--- src/sv/lru_pkg.sv ---
// ---------------------------------------------------------------------------
// lru_pkg : shared types and constants for the lru page replacement block
// Holds the command and status bundles between controller and datapath.
// ---------------------------------------------------------------------------
`default_nettype none

package lru_pkg;

  // fixed field widths of the external interface
  localparam int EXT_PAGE_W  = 16;
  localparam int FRAME_IDX_W = 4;
  localparam int CFG_W       = 5;
  localparam int FAULT_W     = 16;

  localparam logic [FAULT_W-1:0] FAULT_MAX       = 16'hFFFF;
  localparam logic [CFG_W-1:0]   FRAME_COUNT_RST = 5'd3;

  // controller to datapath
  typedef struct packed {
    logic accept;       // latch a new page reference
    logic step;         // issue the next memory read of a scan
    logic shift;        // promote pass: move recency entries down
    logic hit_found;    // scan matched, record frame and start promote
    logic fill;         // fill the next empty frame
    logic ro_zero;      // read the oldest recency entry
    logic ev_frame;     // take the victim frame from the recency read
    logic ev_page;      // capture victim page and overwrite the frame
    logic promote_end;  // append the frame as most recent
    logic load_out;     // load the result register
  } cmd_t;

  // datapath to controller
  typedef struct packed {
    logic more;   // scan counter below the filled count
    logic pend;   // a read was issued last cycle
    logic match;  // pending page read equals the reference
    logic full;   // no empty frame within the frame count
  } status_t;

endpackage

`default_nettype wire

--- src/sv/lru_ctrl.sv ---
// ---------------------------------------------------------------------------
// lru_ctrl : sequencing state machine of the lru page replacement block
// Steps a reference: scan; fill, or evict then promote, or promote; result.
// ---------------------------------------------------------------------------
`default_nettype none

module lru_ctrl (
  input  wire logic             clk,
  input  wire logic             rst_n,
  input  wire logic             in_valid,
  output logic                  in_stall,
  output logic                  out_valid,
  input  wire logic             out_stall,
  input  wire lru_pkg::status_t status,
  output lru_pkg::cmd_t         cmd
);

  typedef enum logic [2:0] {
    S_IDLE,
    S_SCAN,
    S_FILL,
    S_EV_RD,
    S_EV_FRAME,
    S_EV_PAGE,
    S_PROMOTE,
    S_FINISH
  } state_t;

  state_t state_r, state_nxt;
  logic   out_valid_r, out_valid_nxt;

  always_comb begin
    cmd           = '0;
    state_nxt     = state_r;
    out_valid_nxt = out_valid_r && out_stall;
    unique case (state_r)
      S_IDLE: begin
        if (in_valid) begin
          cmd.accept = 1'b1;
          state_nxt  = S_SCAN;
        end
      end
      S_SCAN: begin
        if (status.match) begin
          cmd.hit_found = 1'b1;
          state_nxt     = S_PROMOTE;
        end else if (!status.more && !status.pend) begin
          state_nxt = status.full ? S_EV_RD : S_FILL;
        end else begin
          cmd.step = 1'b1;
        end
      end
      S_FILL: begin
        cmd.fill  = 1'b1;
        state_nxt = S_FINISH;
      end
      S_EV_RD: begin
        cmd.ro_zero = 1'b1;
        state_nxt   = S_EV_FRAME;
      end
      S_EV_FRAME: begin
        cmd.ev_frame = 1'b1;
        state_nxt    = S_EV_PAGE;
      end
      S_EV_PAGE: begin
        cmd.ev_page = 1'b1;
        state_nxt   = S_PROMOTE;
      end
      S_PROMOTE: begin
        if (!status.more && !status.pend) begin
          cmd.promote_end = 1'b1;
          state_nxt       = S_FINISH;
        end else begin
          cmd.step  = 1'b1;
          cmd.shift = 1'b1;
        end
      end
      S_FINISH: begin
        if (!out_valid_r || !out_stall) begin
          cmd.load_out  = 1'b1;
          out_valid_nxt = 1'b1;
          state_nxt     = S_IDLE;
        end
      end
      default: state_nxt = S_IDLE;
    endcase
  end

  always_ff @(posedge clk) begin
    if (!rst_n) begin
      state_r     <= S_IDLE;
      out_valid_r <= 1'b0;
    end else begin
      state_r     <= state_nxt;
      out_valid_r <= out_valid_nxt;
    end
  end

  assign in_stall  = (state_r != S_IDLE);
  assign out_valid = out_valid_r;

endmodule

`default_nettype wire

--- src/sv/lru_dpath.sv ---
// ---------------------------------------------------------------------------
// lru_dpath : frame store, recency queue and counters of the lru block
// Page and recency memories with registered reads, scan and result logic.
// ---------------------------------------------------------------------------
`default_nettype none

module lru_dpath #(
  parameter int MAX_FRAMES = 16,
  parameter int PAGE_BITS  = 16
) (
  input  wire logic                                  clk,
  input  wire logic                                  rst_n,
  input  wire lru_pkg::cmd_t                         cmd,
  output lru_pkg::status_t                           status,
  input  wire logic [lru_pkg::EXT_PAGE_W-1:0]        in_page_number,
  input  wire logic                                  cfg_valid,
  input  wire logic [lru_pkg::CFG_W-1:0]             cfg_frame_count,
  output logic                                       out_hit,
  output logic [lru_pkg::FRAME_IDX_W-1:0]            out_frame_index,
  output logic                                       out_evicted_valid,
  output logic [lru_pkg::EXT_PAGE_W-1:0]             out_evicted_page,
  output logic [lru_pkg::FAULT_W-1:0]                out_fault_total
);

  localparam int FW = $clog2(MAX_FRAMES);
  localparam int CW = $clog2(MAX_FRAMES + 1);
  localparam int LW = (CW > lru_pkg::CFG_W) ? CW : lru_pkg::CFG_W;

  // storage
  logic [PAGE_BITS-1:0] page_mem [MAX_FRAMES];
  logic [FW-1:0]        ro_mem   [MAX_FRAMES];

  logic [lru_pkg::CFG_W-1:0]   frame_count_r;
  logic [CW-1:0]               filled_r;
  logic [lru_pkg::FAULT_W-1:0] fault_r;
  logic [CW-1:0]               k_r;
  logic [FW-1:0]               kd_r;
  logic                        pend_r;
  logic                        found_r;
  logic [FW-1:0]               f_r;
  logic [PAGE_BITS-1:0]        page_r;
  logic                        hit_r;
  logic                        ev_valid_r;
  logic [PAGE_BITS-1:0]        ev_page_r;
  logic [PAGE_BITS-1:0]        page_rdata_r;
  logic [FW-1:0]               ro_rdata_r;

  logic                        out_hit_r;
  logic [lru_pkg::FRAME_IDX_W-1:0] out_frame_index_r;
  logic                        out_evicted_valid_r;
  logic [lru_pkg::EXT_PAGE_W-1:0]  out_evicted_page_r;
  logic [lru_pkg::FAULT_W-1:0] out_fault_total_r;

  // combinational helpers
  logic [PAGE_BITS+lru_pkg::EXT_PAGE_W-1:0] in_wide;
  logic [PAGE_BITS+lru_pkg::EXT_PAGE_W-1:0] ev_wide;
  logic [FW+lru_pkg::FRAME_IDX_W-1:0]       frame_wide;
  logic [LW-1:0]               cnt_ext;
  logic [LW-1:0]               limit;
  logic [FW-1:0]               page_raddr;
  logic [FW-1:0]               ro_raddr;
  logic [FW-1:0]               filled_idx;
  logic [FW-1:0]               last_idx;
  logic                        page_we;
  logic [FW-1:0]               page_waddr;
  logic                        ro_we;
  logic [FW-1:0]               ro_waddr;
  logic [FW-1:0]               ro_wdata;
  logic                        shift_wr;
  logic                        fault_inc;

  assign in_wide    = {{PAGE_BITS{1'b0}}, in_page_number};
  assign ev_wide    = {{lru_pkg::EXT_PAGE_W{1'b0}}, ev_page_r};
  assign frame_wide = {{lru_pkg::FRAME_IDX_W{1'b0}}, f_r};
  assign filled_idx = filled_r[FW-1:0];
  assign last_idx   = FW'(filled_r - CW'(1));

  // effective frame count, zero acts as one and large values clip
  always_comb begin
    cnt_ext = LW'(frame_count_r);
    if (cnt_ext == '0) begin
      limit = LW'(1);
    end else if (cnt_ext > LW'(MAX_FRAMES)) begin
      limit = LW'(MAX_FRAMES);
    end else begin
      limit = cnt_ext;
    end
  end

  assign status.more  = (k_r < filled_r);
  assign status.pend  = pend_r;
  assign status.match = pend_r && (page_rdata_r == page_r);
  assign status.full  = (LW'(filled_r) >= limit);

  assign page_raddr = cmd.ev_frame ? ro_rdata_r : k_r[FW-1:0];
  assign ro_raddr   = cmd.ro_zero ? '0 : k_r[FW-1:0];

  assign shift_wr  = cmd.shift && pend_r && found_r;
  assign fault_inc = cmd.fill || cmd.ev_page;

  // write port muxes
  always_comb begin
    page_we    = cmd.fill || cmd.ev_page;
    page_waddr = cmd.fill ? filled_idx : f_r;
    ro_we      = cmd.fill || cmd.promote_end || shift_wr;
    ro_waddr   = kd_r - FW'(1);
    ro_wdata   = ro_rdata_r;
    if (cmd.fill) begin
      ro_waddr = filled_idx;
      ro_wdata = filled_idx;
    end else if (cmd.promote_end) begin
      ro_waddr = last_idx;
      ro_wdata = f_r;
    end
  end

  // memories
  always_ff @(posedge clk) begin
    if (page_we) begin
      page_mem[page_waddr] <= page_r;
    end
    page_rdata_r <= page_mem[page_raddr];
  end

  always_ff @(posedge clk) begin
    if (ro_we) begin
      ro_mem[ro_waddr] <= ro_wdata;
    end
    ro_rdata_r <= ro_mem[ro_raddr];
  end

  // control registers
  always_ff @(posedge clk) begin
    if (!rst_n) begin
      frame_count_r <= lru_pkg::FRAME_COUNT_RST;
      filled_r      <= '0;
      fault_r       <= '0;
      k_r           <= '0;
      pend_r        <= 1'b0;
      found_r       <= 1'b0;
      hit_r         <= 1'b0;
      ev_valid_r    <= 1'b0;
    end else begin
      if (cfg_valid) begin
        frame_count_r <= cfg_frame_count;
      end
      if (cmd.fill) begin
        filled_r <= filled_r + CW'(1);
      end
      if (fault_inc && (fault_r != lru_pkg::FAULT_MAX)) begin
        fault_r <= fault_r + lru_pkg::FAULT_W'(1);
      end
      if (cmd.accept || cmd.hit_found || cmd.ev_page) begin
        k_r     <= '0;
        pend_r  <= 1'b0;
        found_r <= 1'b0;
      end else if (cmd.step) begin
        if (k_r < filled_r) begin
          k_r    <= k_r + CW'(1);
          pend_r <= 1'b1;
        end else begin
          pend_r <= 1'b0;
        end
        if (cmd.shift && pend_r && (ro_rdata_r == f_r)) begin
          found_r <= 1'b1;
        end
      end
      if (cmd.accept) begin
        hit_r      <= 1'b0;
        ev_valid_r <= 1'b0;
      end else if (cmd.hit_found) begin
        hit_r <= 1'b1;
      end else if (cmd.ev_page) begin
        ev_valid_r <= 1'b1;
      end
    end
  end

  // payload registers
  always_ff @(posedge clk) begin
    if (cmd.step) begin
      kd_r <= k_r[FW-1:0];
    end
    if (cmd.accept) begin
      page_r    <= in_wide[PAGE_BITS-1:0];
      ev_page_r <= '0;
    end
    if (cmd.hit_found) begin
      f_r <= kd_r;
    end else if (cmd.fill) begin
      f_r <= filled_idx;
    end else if (cmd.ev_frame) begin
      f_r <= ro_rdata_r;
    end
    if (cmd.ev_page) begin
      ev_page_r <= page_rdata_r;
    end
    if (cmd.load_out) begin
      out_hit_r           <= hit_r;
      out_frame_index_r   <= frame_wide[lru_pkg::FRAME_IDX_W-1:0];
      out_evicted_valid_r <= ev_valid_r;
      out_evicted_page_r  <= ev_wide[lru_pkg::EXT_PAGE_W-1:0];
      out_fault_total_r   <= fault_r;
    end
  end

  assign out_hit           = out_hit_r;
  assign out_frame_index   = out_frame_index_r;
  assign out_evicted_valid = out_evicted_valid_r;
  assign out_evicted_page  = out_evicted_page_r;
  assign out_fault_total   = out_fault_total_r;

  // checks
  a_filled_bound: assert property (@(posedge clk) disable iff (!rst_n)
    filled_r <= CW'(MAX_FRAMES))
    else $error("filled frame count beyond capacity");

  a_fill_not_full: assert property (@(posedge clk) disable iff (!rst_n)
    cmd.fill |-> !status.full)
    else $error("fill issued with no empty frame");

  a_hit_no_evict: assert property (@(posedge clk) disable iff (!rst_n)
    !(hit_r && ev_valid_r))
    else $error("hit and eviction on the same reference");

  a_fault_only_on_miss: assert property (@(posedge clk) disable iff (!rst_n)
    $past(rst_n) && !$past(fault_inc) |-> $stable(fault_r))
    else $error("fault count moved without a miss");

endmodule

`default_nettype wire

--- src/sv/lru_page_replacement.sv ---
// ---------------------------------------------------------------------------
// lru_page_replacement : least recently used page replacement engine
// Resolves page references against a set of frames with true lru eviction.
// ---------------------------------------------------------------------------
//
//  channel  | handshake               | payload
//  ---------+-------------------------+------------------------------------
//  in       | in_valid / in_stall     | in_page_number
//  out      | out_valid / out_stall   | out_hit, out_frame_index,
//           |                         | out_evicted_valid, out_evicted_page,
//           |                         | out_fault_total
//  cfg      | cfg_valid / cfg_ready   | cfg_frame_count
//
//  one reference at a time; a hit scans up to its frame, then promotes it;
//  a miss scans every filled frame, then fills an empty frame, or evicts
//  the oldest and promotes the new page; the single read port of the page
//  and recency memories sets the pace: one frame compared, then one
//  recency entry moved, per cycle
//  no clearing pass after reset: the filled count marks the valid frames
//  in_stall is high while a reference is being worked on; a loaded result
//  waits in the output register, so the next reference is taken meanwhile
//  cfg_ready is always high; write only while the block is idle
// ---------------------------------------------------------------------------
`default_nettype none

module lru_page_replacement #(
  parameter int MAX_FRAMES = 16,
  parameter int PAGE_BITS  = 16
) (
  input  wire logic                               clk,
  input  wire logic                               rst_n,
  // page reference transactions
  input  wire logic                               in_valid,
  output logic                                    in_stall,
  input  wire logic [lru_pkg::EXT_PAGE_W-1:0]     in_page_number,
  // result transactions
  output logic                                    out_valid,
  input  wire logic                               out_stall,
  output logic                                    out_hit,
  output logic [lru_pkg::FRAME_IDX_W-1:0]         out_frame_index,
  output logic                                    out_evicted_valid,
  output logic [lru_pkg::EXT_PAGE_W-1:0]          out_evicted_page,
  output logic [lru_pkg::FAULT_W-1:0]             out_fault_total,
  // frame count register write
  input  wire logic                               cfg_valid,
  output logic                                    cfg_ready,
  input  wire logic [lru_pkg::CFG_W-1:0]          cfg_frame_count
);

  lru_pkg::cmd_t    cmd;
  lru_pkg::status_t status;

  // user writes the register only between transactions (the block does not enforce it), so never hold it off
  assign cfg_ready = 1'b1;

  // sequencing: scan; fill, or evict then promote, or promote on a hit; result
  lru_ctrl u_ctrl (
    .clk       (clk),
    .rst_n     (rst_n),
    .in_valid  (in_valid),
    .in_stall  (in_stall),
    .out_valid (out_valid),
    .out_stall (out_stall),
    .status    (status),
    .cmd       (cmd)
  );

  // frame store, recency queue, counters and result register
  lru_dpath #(
    .MAX_FRAMES (MAX_FRAMES),
    .PAGE_BITS  (PAGE_BITS)
  ) u_dpath (
    .clk               (clk),
    .rst_n             (rst_n),
    .cmd               (cmd),
    .status            (status),
    .in_page_number    (in_page_number),
    .cfg_valid         (cfg_valid && cfg_ready),
    .cfg_frame_count   (cfg_frame_count),
    .out_hit           (out_hit),
    .out_frame_index   (out_frame_index),
    .out_evicted_valid (out_evicted_valid),
    .out_evicted_page  (out_evicted_page),
    .out_fault_total   (out_fault_total)
  );

endmodule

`default_nettype wire

--- config.mk ---
export PLATFORM = sky130hd
export DESIGN_NAME = lru_page_replacement
export DESIGN_NICKNAME = d
export VERILOG_FILES = /design/src/sv/lru_pkg.sv /design/src/sv/lru_ctrl.sv /design/src/sv/lru_dpath.sv /design/src/sv/lru_page_replacement.sv
export SDC_FILE = /design/constraint.sdc
export NUM_CORES = 1
export LEC_CHECK = 0
export ABC_CLOCK_PERIOD_IN_PS = 8400
export BUFFER_PORTS_ARGS = -buffer_cell sky130_fd_sc_hd__clkbuf_2
export CORE_MARGIN = 8
export CORE_UTILIZATION = 45
export DETAILED_ROUTE_END_ITERATION = 8
export SYNTH_ARGS = -nofsm -noshare
export SYNTH_HDL_FRONTEND = slang
export SYNTH_SLANG_ARGS = --single-unit
--- constraint.sdc ---
create_clock -name clk -period 8.4 [get_ports clk]
set_input_delay 1.26 -clock clk [delete_from_list [all_inputs] [get_ports clk]]
set_output_delay 1.26 -clock clk [all_outputs]
set_load 0.005 [all_outputs]
Yosys cells after proc, flatten, opt, wreduce, memory -nomap -nowiden
Memories as Yosys holds them, arrays and structs flattened. A register that Yosys moved wholly into a read port is not among the register bits. Index checks and enable logic that the tools add are counted.

Muxes and demuxes: 45. Eq/ne operators: 14. $lt $le $gt $ge: 3. Reduce and logical (&&, ||, !) cells: 28. Bitwise operators: 2. Add/subtract/negate cells: 5.

Operators by type and width (count): $mux W4 (10); $mux W16 (2); $pmux W3 S8 (1); $mux W1 (23); $add A16 B1 Y16 const B (1); $eq A16 B16 Y1 (1); $ne A16 B16 Y1 const B (1); $mux W3 (5); $eq A3 B3 Y1 const B (4); $add A5 B1 Y5 const B (2); $mux W5 (2); $sub A4 B1 Y4 const B (2); $logic_and A1 B1 Y1 (7); $eq A3 B2 Y1 const B (2); $logic_or A1 B1 Y1 (6); $reduce_and A2 Y1 (3); $reduce_bool A3 Y1 (2); $ge A5 B5 Y1 (1); $gt A5 B5 Y1 const B (1); $logic_not A5 Y1 (1); $lt A5 B5 Y1 (1); $eq A4 B4 Y1 (1); $logic_not A1 Y1 (4); $ne A2 B1 Y1 const B (2); other kinds (10) (12).

Output and inout bits: 41. Memories: 2. Register bits: 117. Memory bits (writable): 320. Bits of input ports: 26.

Memories: u_dpath.page_mem (words 16, bits a word 16, read ports 1, clocked after Yosys merged registers in 1, wr ports 1, RTL line lru_dpath.sv:30) `logic [PAGE_BITS-1:0] page_mem [MAX_FRAMES];`; u_dpath.ro_mem (words 16, bits a word 4, read ports 1, clocked after Yosys merged registers in 1, wr ports 1, RTL line lru_dpath.sv:31) `logic [FW-1:0] ro_mem [MAX_FRAMES];`.

Depth between registers and ports, before layout
Gate-level depths: netlist (run 1).

Word-level depth: 10. Depth in mapped cells: 10. Depth with buffers taken out: 10.

Hierarchy
From an unflattened synthesis (run 1), not the netlist that was laid out.

Cell total of the unflattened synthesis: 1094. Area, all modules: 18099.9 µm².

Modules (own cells, without submodules): lru_dpath (instances 1, area an instance 17707.0 µm², cells each 1046); lru_ctrl (instances 1, area an instance 381.6 µm², cells each 46); lru_page_replacement (instances 1, area an instance 11.3 µm², cells each 2).

Worst setup path after synthesis (run 1)
No wires, ideal clock.

Path type: input to register. From: in out_stall. To: reg u_dpath.out_evicted_page_r (netlist bit u_dpath.out_evicted_page[0]), enable pin. Cell stages on the path: 1. Slack: 4.858 ns. Arrival: 3.095 ns. Required time: 7.954 ns. Buffers on the path: 0. Cell sequence: a21oi_1.

Longest elaborated chain between the ends: 4.

Ends and longest elaborated chain: from (decl) (RTL line lru_page_replacement.sv:38) `input wire logic out_stall,`; $logic_not A1 Y1 (RTL line lru_ctrl.sv:79) `if (!out_valid_r || !out_stall) begin`; $logic_or A1 B1 Y1 (RTL line lru_ctrl.sv:79); $mux W1 (RTL line lru_ctrl.sv:79); $mux W1 (RTL line lru_ctrl.sv:36) `unique case (state_r)`; to (signal assigned) (RTL line lru_dpath.sv:202) `out_evicted_page_r <= ev_wide[lru_pkg::EXT_PAGE_W-1:0];`; to (decl) (RTL line lru_dpath.sv:51) `logic [lru_pkg::EXT_PAGE_W-1:0] out_evicted_page_r;`.

Every way passes these cells. A chain may end at the register's enable or synchronous reset.

Final worst setup path (run 1)
From: reg u_ctrl.state_r[1]. To: reg u_dpath.page_rdata_r[1] (read register of u_dpath.page_mem).

Longest elaborated chain between the ends: 3.

Ends and longest elaborated chain: from (decl) (RTL line lru_ctrl.sv:29) `state_t state_r, state_nxt;`; from (signal assigned) (RTL line lru_ctrl.sv:94) `state_r <= state_nxt;`; $eq A3 B3 Y1 (RTL line lru_ctrl.sv:36); $mux W1 (RTL line lru_ctrl.sv:36); $mux W4 (RTL line lru_dpath.sv:95) `assign page_raddr = cmd.ev_frame ? ro_rdata_r : k_r[FW-1:0];`; to (decl) (RTL line lru_dpath.sv:45) `logic [PAGE_BITS-1:0] page_rdata_r;`.

Every way passes these cells.

==> run_results.csv, run 1 <==
group,metric,value,unit
sta,drv_slew,0,
sta,max_freq,0.263,GHz
floorplan,dieArea,47300,µm²
drt,wl,40100,µm
sta,fin_crit,3800,ps
setup_path,reg2regPathDepth,10,
synthesis,ys_warn_count,0,
status,status,"finished, final reports clean",
power_and_ir_drop,p_clk_share,32.8,%
clocking,clk_latency,570,ps
setup_path,required,8830,ps
sta,rsz0062_at_grt,"false",
synthesis,synth_cell_types,64,
power_and_ir_drop,p_seq_share,50.5,%
global_route,antenna_found_initial,1,
final_layout,area_delta_synth_final,13.3,%
clocking,cts_sinks,457,
final_layout,stdcell_count,1746,
floorplan,rows,73,
final_layout,layout_commonest_cell,"edfxtp_1",
drt,dr.pass1.iters,5,
drt,vias,9890,
place,placed_cells_incl_taps,1662,
synthesis,synth_seq_cells,457,
clocking,cts_tree,"done",
drt,drc,0,
clocking,post_cts.repair.setup_buffers,0,
global_route,grt_pass1_wl,61100,µm
place,dpl.hpwl,24400,µm
place,gp_congestion,0.892,
synthesis,synth_area_per_cell,16.7,µm²
clocking,cts.reportedPaths.clkPinSlew,60,ps
synthesis,synthCells,1095,
synthesis,ys.flop_type,"edfxtp_1",
synthesis,synth-async-reset-ratio,0,%
final_layout,final_cell_mix,"398 x edfxtp_1, 85 x nand2_1, 72 x mux4_2",
global_route,gr-total-overflow,0,
final_layout,antenna_cells,0,
clocking,cts_buffer_depth,3,
drt,wl_per_cell,22.9,µm
sta,finClkSkew,15.5,ps
worst_hold_path,hold_path_depth,0,
place,dpl_cell_area,19200,µm²
power_and_ir_drop,comb_power_share,16.7,%
worst_hold_path,hold_path_end,"u_dpath.out_evicted_page[0]",
power_and_ir_drop,p_sw_share,27.5,%
flow_run,cap_violations,0,
power_and_ir_drop,power_density,288,nW/µm²
worst_hold_path,min_path_type,"reg -> reg",
synthesis,synth_edf_count,398,
drt,dr.first_iter.drc_count,953,
sta,setup_tns,0,ps
sta,setup_viol,0,
global_route,grt_pass1_vias,9868,
power_and_ir_drop,leakage,6.91,nW
sta,tightest_slew,997,ps
floorplan,start_util,45.7,%
final_layout,drive_above_1_share,22.4,%
floorplan,io_pins,67,
clocking,cts_root_buffer,"clkbuf_16",
place,port_buffers,65,
setup_path,critPathLaunchType,"flip-flop",
synthesis,syn_nets,1137,
clocking,numCtsBuffers,45,
synthesis,ys_seq_area_share,72.0,%
clocking,h-tree-depth,2,
sta,finalWorstSetupSlack,4600,ps
final_layout,stdcell_area,20700,µm²
sta,hold_viol_final,0,
power_and_ir_drop,vdd_ir_drop_max,0.000151,V
clocking,ctsResizeCount,0,
place,place_ws,4560,ps
setup_path,r2r-end,"u_dpath.page_rdata_r[1]",
power_and_ir_drop,p_total,0.00597,W
power_and_ir_drop,internal_power,0.00432,W
synthesis,syn_area,18300,µm²
setup_path,rr_startpoint,"u_ctrl.state_r[1]",
setup_path,crit_fanout,33,
setup_path,end_kind,"flip-flop",
sta,layout_worst_path_cycle_share,45.2,%
global_route,grt_max_degree,65,
power_and_ir_drop,switchingPower,0.00164,W
floorplan,core_area,39900,µm²
global_route,globalRouteTotalUtil,17.0,%
drt,vias_per_cell,5.66,
clocking,holdBufCountCts,0,
drt,ant_nets,0,
final_layout,final_nets,1226,
worst_hold_path,min_from,"u_dpath.ev_page_r[0]",
sta,relSlewSlack,33.0,%
setup_path,worst-setup-path-type,"reg -> reg",
setup_path,crit_arrival,4220,ps
floorplan,die_y,217,µm
setup_path,r2r_setup_slack,4600,ps
floorplan,die_w,217,µm
[stage by stage]
step                      hold WS, ps  util (%)
after CTS                         419      51.8
after floorplan                   400         -
after detailed placement          406      48.2
after global routing              430      51.8
final                             419      51.8
after global placement            402      48.2
[how the worst max path moves through the flow]
stage                                  from                     endpoint  cells after the start  slack, ps
final                     u_ctrl.state_r[1]      u_dpath.page_rdata_r[1]                     10       4600
after global placement    u_ctrl.state_r[0]      u_dpath.page_rdata_r[1]                     10       4630
after CTS                 u_ctrl.state_r[1]      u_dpath.page_rdata_r[1]                     10       4550
after floorplan                   out_stall  u_dpath.out_evicted_page[0]                      1       4860
after detailed placement  u_ctrl.state_r[1]      u_dpath.page_rdata_r[1]                     10       4560
after global routing      u_ctrl.state_r[1]      u_dpath.page_rdata_r[1]                     10       4350
[metal layers]
| metal | part of all wire (%) | vias to the layer above | global-route usage, % |
|---|---|---|---|
| met4 | 1.7 | 2 | 4.28 |
| met3 | 6.5 | 53 | 3.61 |
| met1 | 45 | 5058 | 23.9 |
| met2 | 47 | 290 | 26.8 |
| met5 | 0.032 | - | 0 |
| li1 | - | 4487 | - |
[state kept, by name (all words and copies together) (netlist names), 16 cells and up]
signal,cells
u_dpath.page_mem,256
u_dpath.ro_mem,64
u_dpath.fault_r,16
u_dpath.page_rdata_r,16
u_dpath.page_r,16
u_dpath.out_evicted_page,16
u_dpath.ev_page_r,16
u_dpath.out_fault_total,16
[power groups by stage]
stage / Clock [W] / Combinational, W / Sequential [W]
after floorplan: 0 / 0.000734 / 0.00296
after global placement: 0 / 0.000989 / 0.00305
after detailed placement: 0 / 0.00101 / 0.00306
after CTS: 0.00200 / 0.00101 / 0.00301
after global routing: 0.00208 / 0.00109 / 0.00304
final: 0.00196 / 0.000994 / 0.00301
[worst max-delay path, stage by stage, from the launching register on]
cell and delay, ps:
dfxtp_1 410, inv_1 100, ha_1 260, nand2_2 280, mux2i_4 270, buf_4 570
buf_4 660, mux4_2 570, and2_1 170, a211oi_1 230, a31oi_1 60
[cell families after synthesis]
kind of cell | synth area share, %
DFF | 72.0
and+or+nand+nor | 7.10
AOI/OAI and AO/OA | 6.18
muxes | 9.78
buffers and inverters | 2.09
xor gates and xnor gates | 1.78
adders and majority gates | 1.10
other | 0.0205
[final cells by class]
cell class | count | area [µm²]
Clock buffer | 68 | 1340
Clock inverter | 16 | 113
Fill cell | 3222 | 19200
Inverter | 18 | 67.6
Multi-Input combinational cell | 567 | 4830
Sequential cell | 457 | 13100
Tap cell | 525 | 657
Timing Repair Buffer | 95 | 551
[synthesized netlist by cell type (all sizes together), types with 2 or more instances]
cell    instances  area [µm²]
a211oi         34         305
a21oi          27         135
a311o           2        20.0
edfxtp        398       12000
buf            22         190
o21a            5        37.5
o211ai          8        60.1
nand4           9        56.3
nand3b          2        15.0
xor2           12         105
and2           19         121
nor4            9        56.3
o31ai           3        27.5
a32oi           2        17.5
nor3b           2        15.0
ha             16         200
nand3          19        95.1
or3             8        50.1
a31oi          24         150
nor2b           7        43.8
a311oi         12         105
clkbuf         31         124
a21o            5        37.5
and3           19         119
o21ai          26         130
xnor2          25         219
nor3           10        50.1
inv            17        63.8
nand2b         12        75.1
nor2           60         228
and4            3        26.3
mux4           72        1620
dfxtp          59        1180
a41oi           3        33.8
mux2i          14         153
nand2          87         337
(Power assumes the default switching activity.)
==> run 2, diff against run 1 <==
--- a/config.mk
+++ b/config.mk
@@ -5,7 +5,7 @@
 export SDC_FILE = /design/constraint.sdc
 export NUM_CORES = 1
 export LEC_CHECK = 0
-export ABC_CLOCK_PERIOD_IN_PS = 8400
+export ABC_CLOCK_PERIOD_IN_PS = 3810
 export BUFFER_PORTS_ARGS = -buffer_cell sky130_fd_sc_hd__clkbuf_2
 export CORE_MARGIN = 8
 export CORE_UTILIZATION = 45
==> constraint.sdc (replaced) <==
create_clock -name clk -period 3.81 [get_ports clk]
set_input_delay 0.5715 -clock clk [delete_from_list [all_inputs] [get_ports clk]]
set_output_delay 0.5715 -clock clk [all_outputs]
set_load 0.005 [all_outputs]
==> run 2 against run 1 <==
- combinational power is 140% higher
- total power is 120% higher
- first-iteration DRC count is 4.7% lower
- cell area is 1.3% higher
- clock skew is 1.6 ps lower
- core utilization is 0.69 points higher
- count of clock-buffer cells in the layout is 5 lower
- sequential power is 120% higher
==> run_results.csv, run 2 (synthesis gave the netlist of run 1 again) <==
group,metric,value,unit
global_route,gr-total-overflow,0,
final_layout,area_delta_synth_final,14.8,%
floorplan,rows,73,
sta,max_freq,0.307,GHz
clocking,ctsResizeCount,0,
clocking,cts.reportedPaths.clkPinSlew,60,ps
final_layout,final_nets,1257,
clocking,cts_tree,"done",
final_layout,antenna_cells,0,
clocking,h-tree-depth,2,
drt,vias_per_cell,5.65,
floorplan,io_pins,67,
sta,finClkSkew,13.9,ps
power_and_ir_drop,p_clk_share,32.4,%
final_layout,top_register,"u_dpath.page_mem",
floorplan,die_w,217,µm
drt,wl_per_cell,23.0,µm
global_route,grt_max_degree,35,
sta,whs,159,ps
global_route,globalRouteTotalUtil,17.5,%
clocking,cts_root_buffer,"clkbuf_16",
sta,setup_viol,0,
sta,tightest_slew,855,ps
setup_path,path_cells,"inv_1 > ha_1 > a21oi_1 > o21ai_1 > a41oi_2 > a211oi_1 > a211o_1 > a211oi_1",
power_and_ir_drop,internal_power,0.00953,W
setup_path,crit_top_cell,"a211oi_1",
clocking,holdBufCountCts,0,
global_route,top_usage_layer,"met2",
setup_path,path_buf_inv,1,
global_route,grtUsageMet1,24.1,%
floorplan,start_util,45.7,%
global_route,grt_pass1_wl,63100,µm
setup_path,slowest_stage,"a211oi_1",
place,port_buffers,65,
worst_hold_path,min_path_type,"in -> reg",
floorplan,dieArea,47300,µm²
status,status,"finished, final reports clean",
drt,wl,40900,µm
clocking,post_cts.repair.setup_buffers,0,
clocking,clk_latency,580,ps
sta,setup_tns,0,ps
floorplan,core_area,39900,µm²
drt,dr.pass1.iters,5,
sta,relSlewSlack,42.8,%
setup_path,worst-setup-path-type,"reg -> reg",
floorplan,die_y,217,µm
sta,fin_crit,3250,ps
final_layout,final_cell_mix,"398 x edfxtp_1, 85 x nand2_1, 72 x mux4_2",
place,dpl.hpwl,26700,µm
clocking,numCtsBuffers,46,
setup_path,crit_fanout,9,
global_route,grt_use_met2,28.1,%
final_layout,drive_above_1_share,23.8,%
setup_path,crit_arrival,3470,ps
place,gp_congestion,0.904,
power_and_ir_drop,switchingPower,0.00369,W
final_layout,layout_commonest_cell,"edfxtp_1",
sta,layout_worst_path_cycle_share,85.4,%
final_layout,largestRegisters,"u_dpath.page_mem: 256 flops, u_dpath.ro_mem: 64 flops",
drt,drc,0,
clocking,cts_sinks,457,
power_and_ir_drop,p_seq_share,49.9,%
final_layout,largest_reg_flops,256,
drt,dr.first_iter.drc_count,908,
setup_path,critPathLaunchType,"flip-flop",
global_route,grt_pass1_vias,10100,
flow_run,cap_violations,0,
power_and_ir_drop,vdd_ir_drop_max,0.000416,V
setup_path,end_kind,"flip-flop",
sta,rsz0062_at_grt,"false",
setup_path,required,4030,ps
drt,vias,10000,
drt,ant_nets,0,
global_route,antenna_found_initial,0,
final_layout,fill_cells,3218,
global_route,use_met3,4.01,%
sta,hold_viol_final,0,
power_and_ir_drop,p_sw_share,27.9,%
power_and_ir_drop,leakage,7.07,nW
setup_path,path_delay_family,"compound AO/OA/AOI/OAI gates",
setup_path,max_stage_delay,650,ps
power_and_ir_drop,power_density,631,nW/µm²
power_and_ir_drop,comb_power_share,17.7,%
sta,drv_slew,0,
clocking,cts_buffer_depth,3,
-- run 2: cell types whose count changed in the layout (fill, tap and decap cells not counted), moves of 4 or more --
cell | before | now
clkinv_2 | 8 | 4
buf_4 | 30 | 56
buf_12 | 0 | 4
clkinv_1 | 4 | 14
-- run 2: final timing paths --
path / start / to / slack, ps / cells past startpoint
max reg2reg: u_dpath.filled_r[2] / u_dpath.ro_mem[1][3] / 560 / 8
min reg2reg: u_dpath.ev_page_r[4] / u_dpath.out_evicted_page[4] / 420 / 0
min: in_page_number[8] / u_dpath.page_r[8] / 160 / 1
max: u_dpath.filled_r[2] / u_dpath.ro_mem[1][3] / 560 / 8
-- run 2: layout make-up --
class | instances | area, µm² | area share (%)
clock buffers | 63 | 1270 | 6.08
multi-input cells | 567 | 4830 | 23.0
inverters | 18 | 67.6 | 0.322
repair buffers | 125 | 826 | 3.94
clock inverters | 23 | 171 | 0.818
flip-flops and latches | 457 | 13100 | 62.7
well taps | 525 | 657 | 3.13
-- run 2: worst reg2reg max path, stage by stage, from the launching register on --
cell and delay [ps]:
dfxtp_1 480, inv_1 200, ha_1 330, a21oi_1 140, o21ai_1 130, a41oi_2 420, a211oi_1 140, a211o_1 400
a211oi_1 650
-- run 2: through the flow --
| stage | util, % | worst slack [ps] | cells | area (µm²) | power (W) |
|---|---|---|---|---|---|
| global placement | 48.9 | 720 | 1692 | 19500 | 0.00904 |
| finish | 52.5 | 557 | 1778 | 21000 | 0.0132 |
| detailed placement | 48.9 | 617 | 1692 | 19500 | 0.00907 |
| CTS | 52.5 | 600 | 1778 | 21000 | 0.0133 |
| global route | 52.5 | 371 | 1778 | 21000 | 0.0138 |
| floorplan | - | 810 | 1095 | 18300 | 0.00815 |
-- run 2: power by group through the flow --
stage               registers (W)  logic [W]  clock network [W]
global placement          0.00669    0.00235                  0
finish                    0.00660    0.00234            0.00428
floorplan                 0.00653    0.00162                  0
global route              0.00664    0.00257            0.00456
detailed placement        0.00670    0.00237                  0
CTS                       0.00659    0.00238            0.00437
-- run 2: metal layers --
metal / wire length [µm] / part of all wire (%)
met1: 18100 / 44
met5: 0 / 0
met4: 690 / 1.7
met2: 19300 / 47
met3: 2830 / 6.9
==> run 3, diff against run 2 <==
--- a/config.mk
+++ b/config.mk
@@ -7,9 +7,11 @@
 export LEC_CHECK = 0
 export ABC_CLOCK_PERIOD_IN_PS = 3810
 export BUFFER_PORTS_ARGS = -buffer_cell sky130_fd_sc_hd__clkbuf_2
+export CORE_ASPECT_RATIO = 1.4
 export CORE_MARGIN = 8
 export CORE_UTILIZATION = 45
 export DETAILED_ROUTE_END_ITERATION = 8
+export GPL_TIMING_DRIVEN = 0
 export SYNTH_ARGS = -nofsm -noshare
 export SYNTH_HDL_FRONTEND = slang
 export SYNTH_SLANG_ARGS = --single-unit
==> run 3 against run 2 <==
- register-to-register slack got worse by 480 ps
- critical path depth rose by 1
- non-clock buffer count rose by 11
- largest power group unchanged
- via count fell by 1.8%
- critical path type unchanged
- cell count rose by 0.79%
- core utilization barely moved
- highest routed layer unchanged
- combinational power rose by 2%
==> run_results.csv, run 3 (synthesis gave the netlist of run 1 again) <==
group,metric,value,unit
status,status,"finished, final reports clean",
setup_path,worst-setup-path-type,"reg -> reg",
sta,rsz0062_at_grt,"true",
sta,layout_worst_path_cycle_share,98.0,%
sta,hold_viol_final,0,
final_layout,final_cell_mix,"398 x edfxtp_1, 85 x nand2_1, 72 x mux4_2",
sta,max_freq,0.268,GHz
final_layout,top_register,"u_dpath.page_mem",
clocking,post_cts.repair.setup_buffers,0,
sta,finClkSkew,14.0,ps
power_and_ir_drop,power_density,634,nW/µm²
drt,ant_nets,0,
setup_path,r2r-end,"u_dpath.ro_mem[2][0]",
place,gp_congestion,0.911,
clocking,numCtsBuffers,44,
setup_path,critical_path.endpoint,"u_dpath.ro_mem[2][0]",
floorplan,rows,87,
drt,vias,9858,
global_route,antenna_found_initial,0,
setup_path,critPathLaunchType,"flip-flop",
floorplan,start_util,45.4,%
setup_path,crit_fanout,8,
clocking,h-tree-depth,2,
setup_path,end_kind,"flip-flop",
final_layout,final_nets,1266,
flow_run,cap_violations,0,
setup_path,crit_arrival,3900,ps
power_and_ir_drop,leakage,7.03,nW
place,placed_cells_incl_taps,1712,
drt,dr.first_iter.drc_count,755,
setup_path,rr_startpoint,"u_dpath.filled_r[2]",
sta,tightest_slew,1010,ps
drt,wl_per_cell,22.8,µm
final_layout,largestRegisters,"u_dpath.page_mem: 256 flops, u_dpath.ro_mem: 64 flops",
floorplan,die_y,254,µm
clocking,cts_tree,"done",
clocking,cts_root_buffer,"clkbuf_16",
floorplan,io_pins,67,
final_layout,stdcell_count,1792,
clocking,cts.reportedPaths.clkPinSlew,60,ps
global_route,grt_max_degree,21,
setup_path,r2r_setup_slack,80,ps
global_route,grt_pass1_wl,62100,µm
power_and_ir_drop,vdd_ir_drop_max,0.000390,V
sta,drv_slew,0,
drt,drc,0,
place,port_buffers,63,
place,dpl.hpwl,28800,µm
power_and_ir_drop,p_total,0.0134,W
clocking,clk_latency,550,ps
drt,wl,40800,µm
setup_path,crit_start,"u_dpath.filled_r[2]",
clocking,cts_buffer_depth,3,
floorplan,dieArea,47400,µm²
worst_hold_path,min_path_type,"in -> reg",
global_route,globalRouteTotalUtil,17.5,%
clocking,cts_sinks,457,
final_layout,drive_above_1_share,23.1,%
sta,setup_viol,0,
global_route,grt_pass1_vias,10300,
sta,fin_crit,3730,ps
final_layout,antenna_cells,0,
final_layout,fin_util,52.5,%
floorplan,die_w,186,µm
setup_path,reg2regPathDepth,9,
drt,vias_per_cell,5.50,
clocking,holdBufCountCts,0,
floorplan,core_area,40200,µm²
global_route,gr-total-overflow,0,
final_layout,area_delta_synth_final,15.5,%
setup_path,required,3980,ps
sta,relSlewSlack,33.0,%
final_layout,layout_commonest_cell,"edfxtp_1",
final_layout,largest_reg_flops,256,
drt,dr.pass1.iters,5,
[run 3: cell count changes in the layout (fill, tap and decap cells not counted), sizes merged]
| cell | delta |
|---|---|
| clkinvlp | +4 |
| clkinv | -5 |
| bufinv | +4 |
| inv | -1 |
| clkbuf | +21 |
| buf | -18 |
[run 3: repair_timing]
item,CTS,global route
endpoints found under the setup margin,16,40
pin swaps,0,0
gates resized for setup,4,8
[run 3: cell type report]
| type | instances | area [µm²] |
|---|---|---|
| Timing Repair Buffer | 83 | 609 |
| Tap cell | 534 | 668 |
| Fill cell | 3230 | 19100 |
| Inverter | 18 | 67.6 |
| Buffer | 53 | 314 |
| Sequential cell | 457 | 13100 |
| Clock buffer | 55 | 1170 |
| Multi-Input combinational cell | 567 | 4860 |
| Clock inverter | 25 | 259 |
[run 3: critical path, stage by stage (launching register included)]
cell and delay, ps:
dfxtp_1 330, clkbuf_1 330, inv_1 250, ha_1 360, nand2_1 60, o21ai_1 260
a41oi_2 300, o31ai_1 440, a32oi_1 280, a211oi_1 740
[run 3: worst min-delay path by stage]
stage                          startpoint                      endpoint  slack, ps  depth (start not counted)
finish                 in_page_number[10]            u_dpath.page_r[10]        200                          1
global placement    u_dpath.ev_page_r[11]  u_dpath.out_evicted_page[11]        400                          0
detailed placement   u_dpath.ev_page_r[3]   u_dpath.out_evicted_page[3]        410                          0
CTS                    in_page_number[11]            u_dpath.page_r[11]        180                          1
floorplan            u_dpath.ev_page_r[0]   u_dpath.out_evicted_page[0]        400                          0
global route            in_page_number[7]             u_dpath.page_r[7]        180                          1
[run 3: routing by layer]
metal  GRT usage, %  wire, µm
met1           21.2     16400
met2           31.5     21400
met3           2.77      1920
met4           5.30      1020
met5              0         0
[run 3: metrics by stage]
step	hold WS [ps]	area (µm²)	TNS, ps	setup slack [ps]
2_1_floorplan	400	18300	0	810
3_3_place_gp	404	19200	-87600	-862
3_5_place_dp	406	19600	-85.4	-12.2
4_1_cts	176	21000	0	6.06
5_1_grt	178	21100	-1300	-164
6_report	199	21100	0	77.7
[run 3: where the power goes]
| part | switching (W) | internal [W] |
|---|---|---|
| Sequential | 0.000436 | 0.00619 |
| Clock | 0.00182 | 0.00253 |
| Combinational | 0.00146 | 0.000935 |
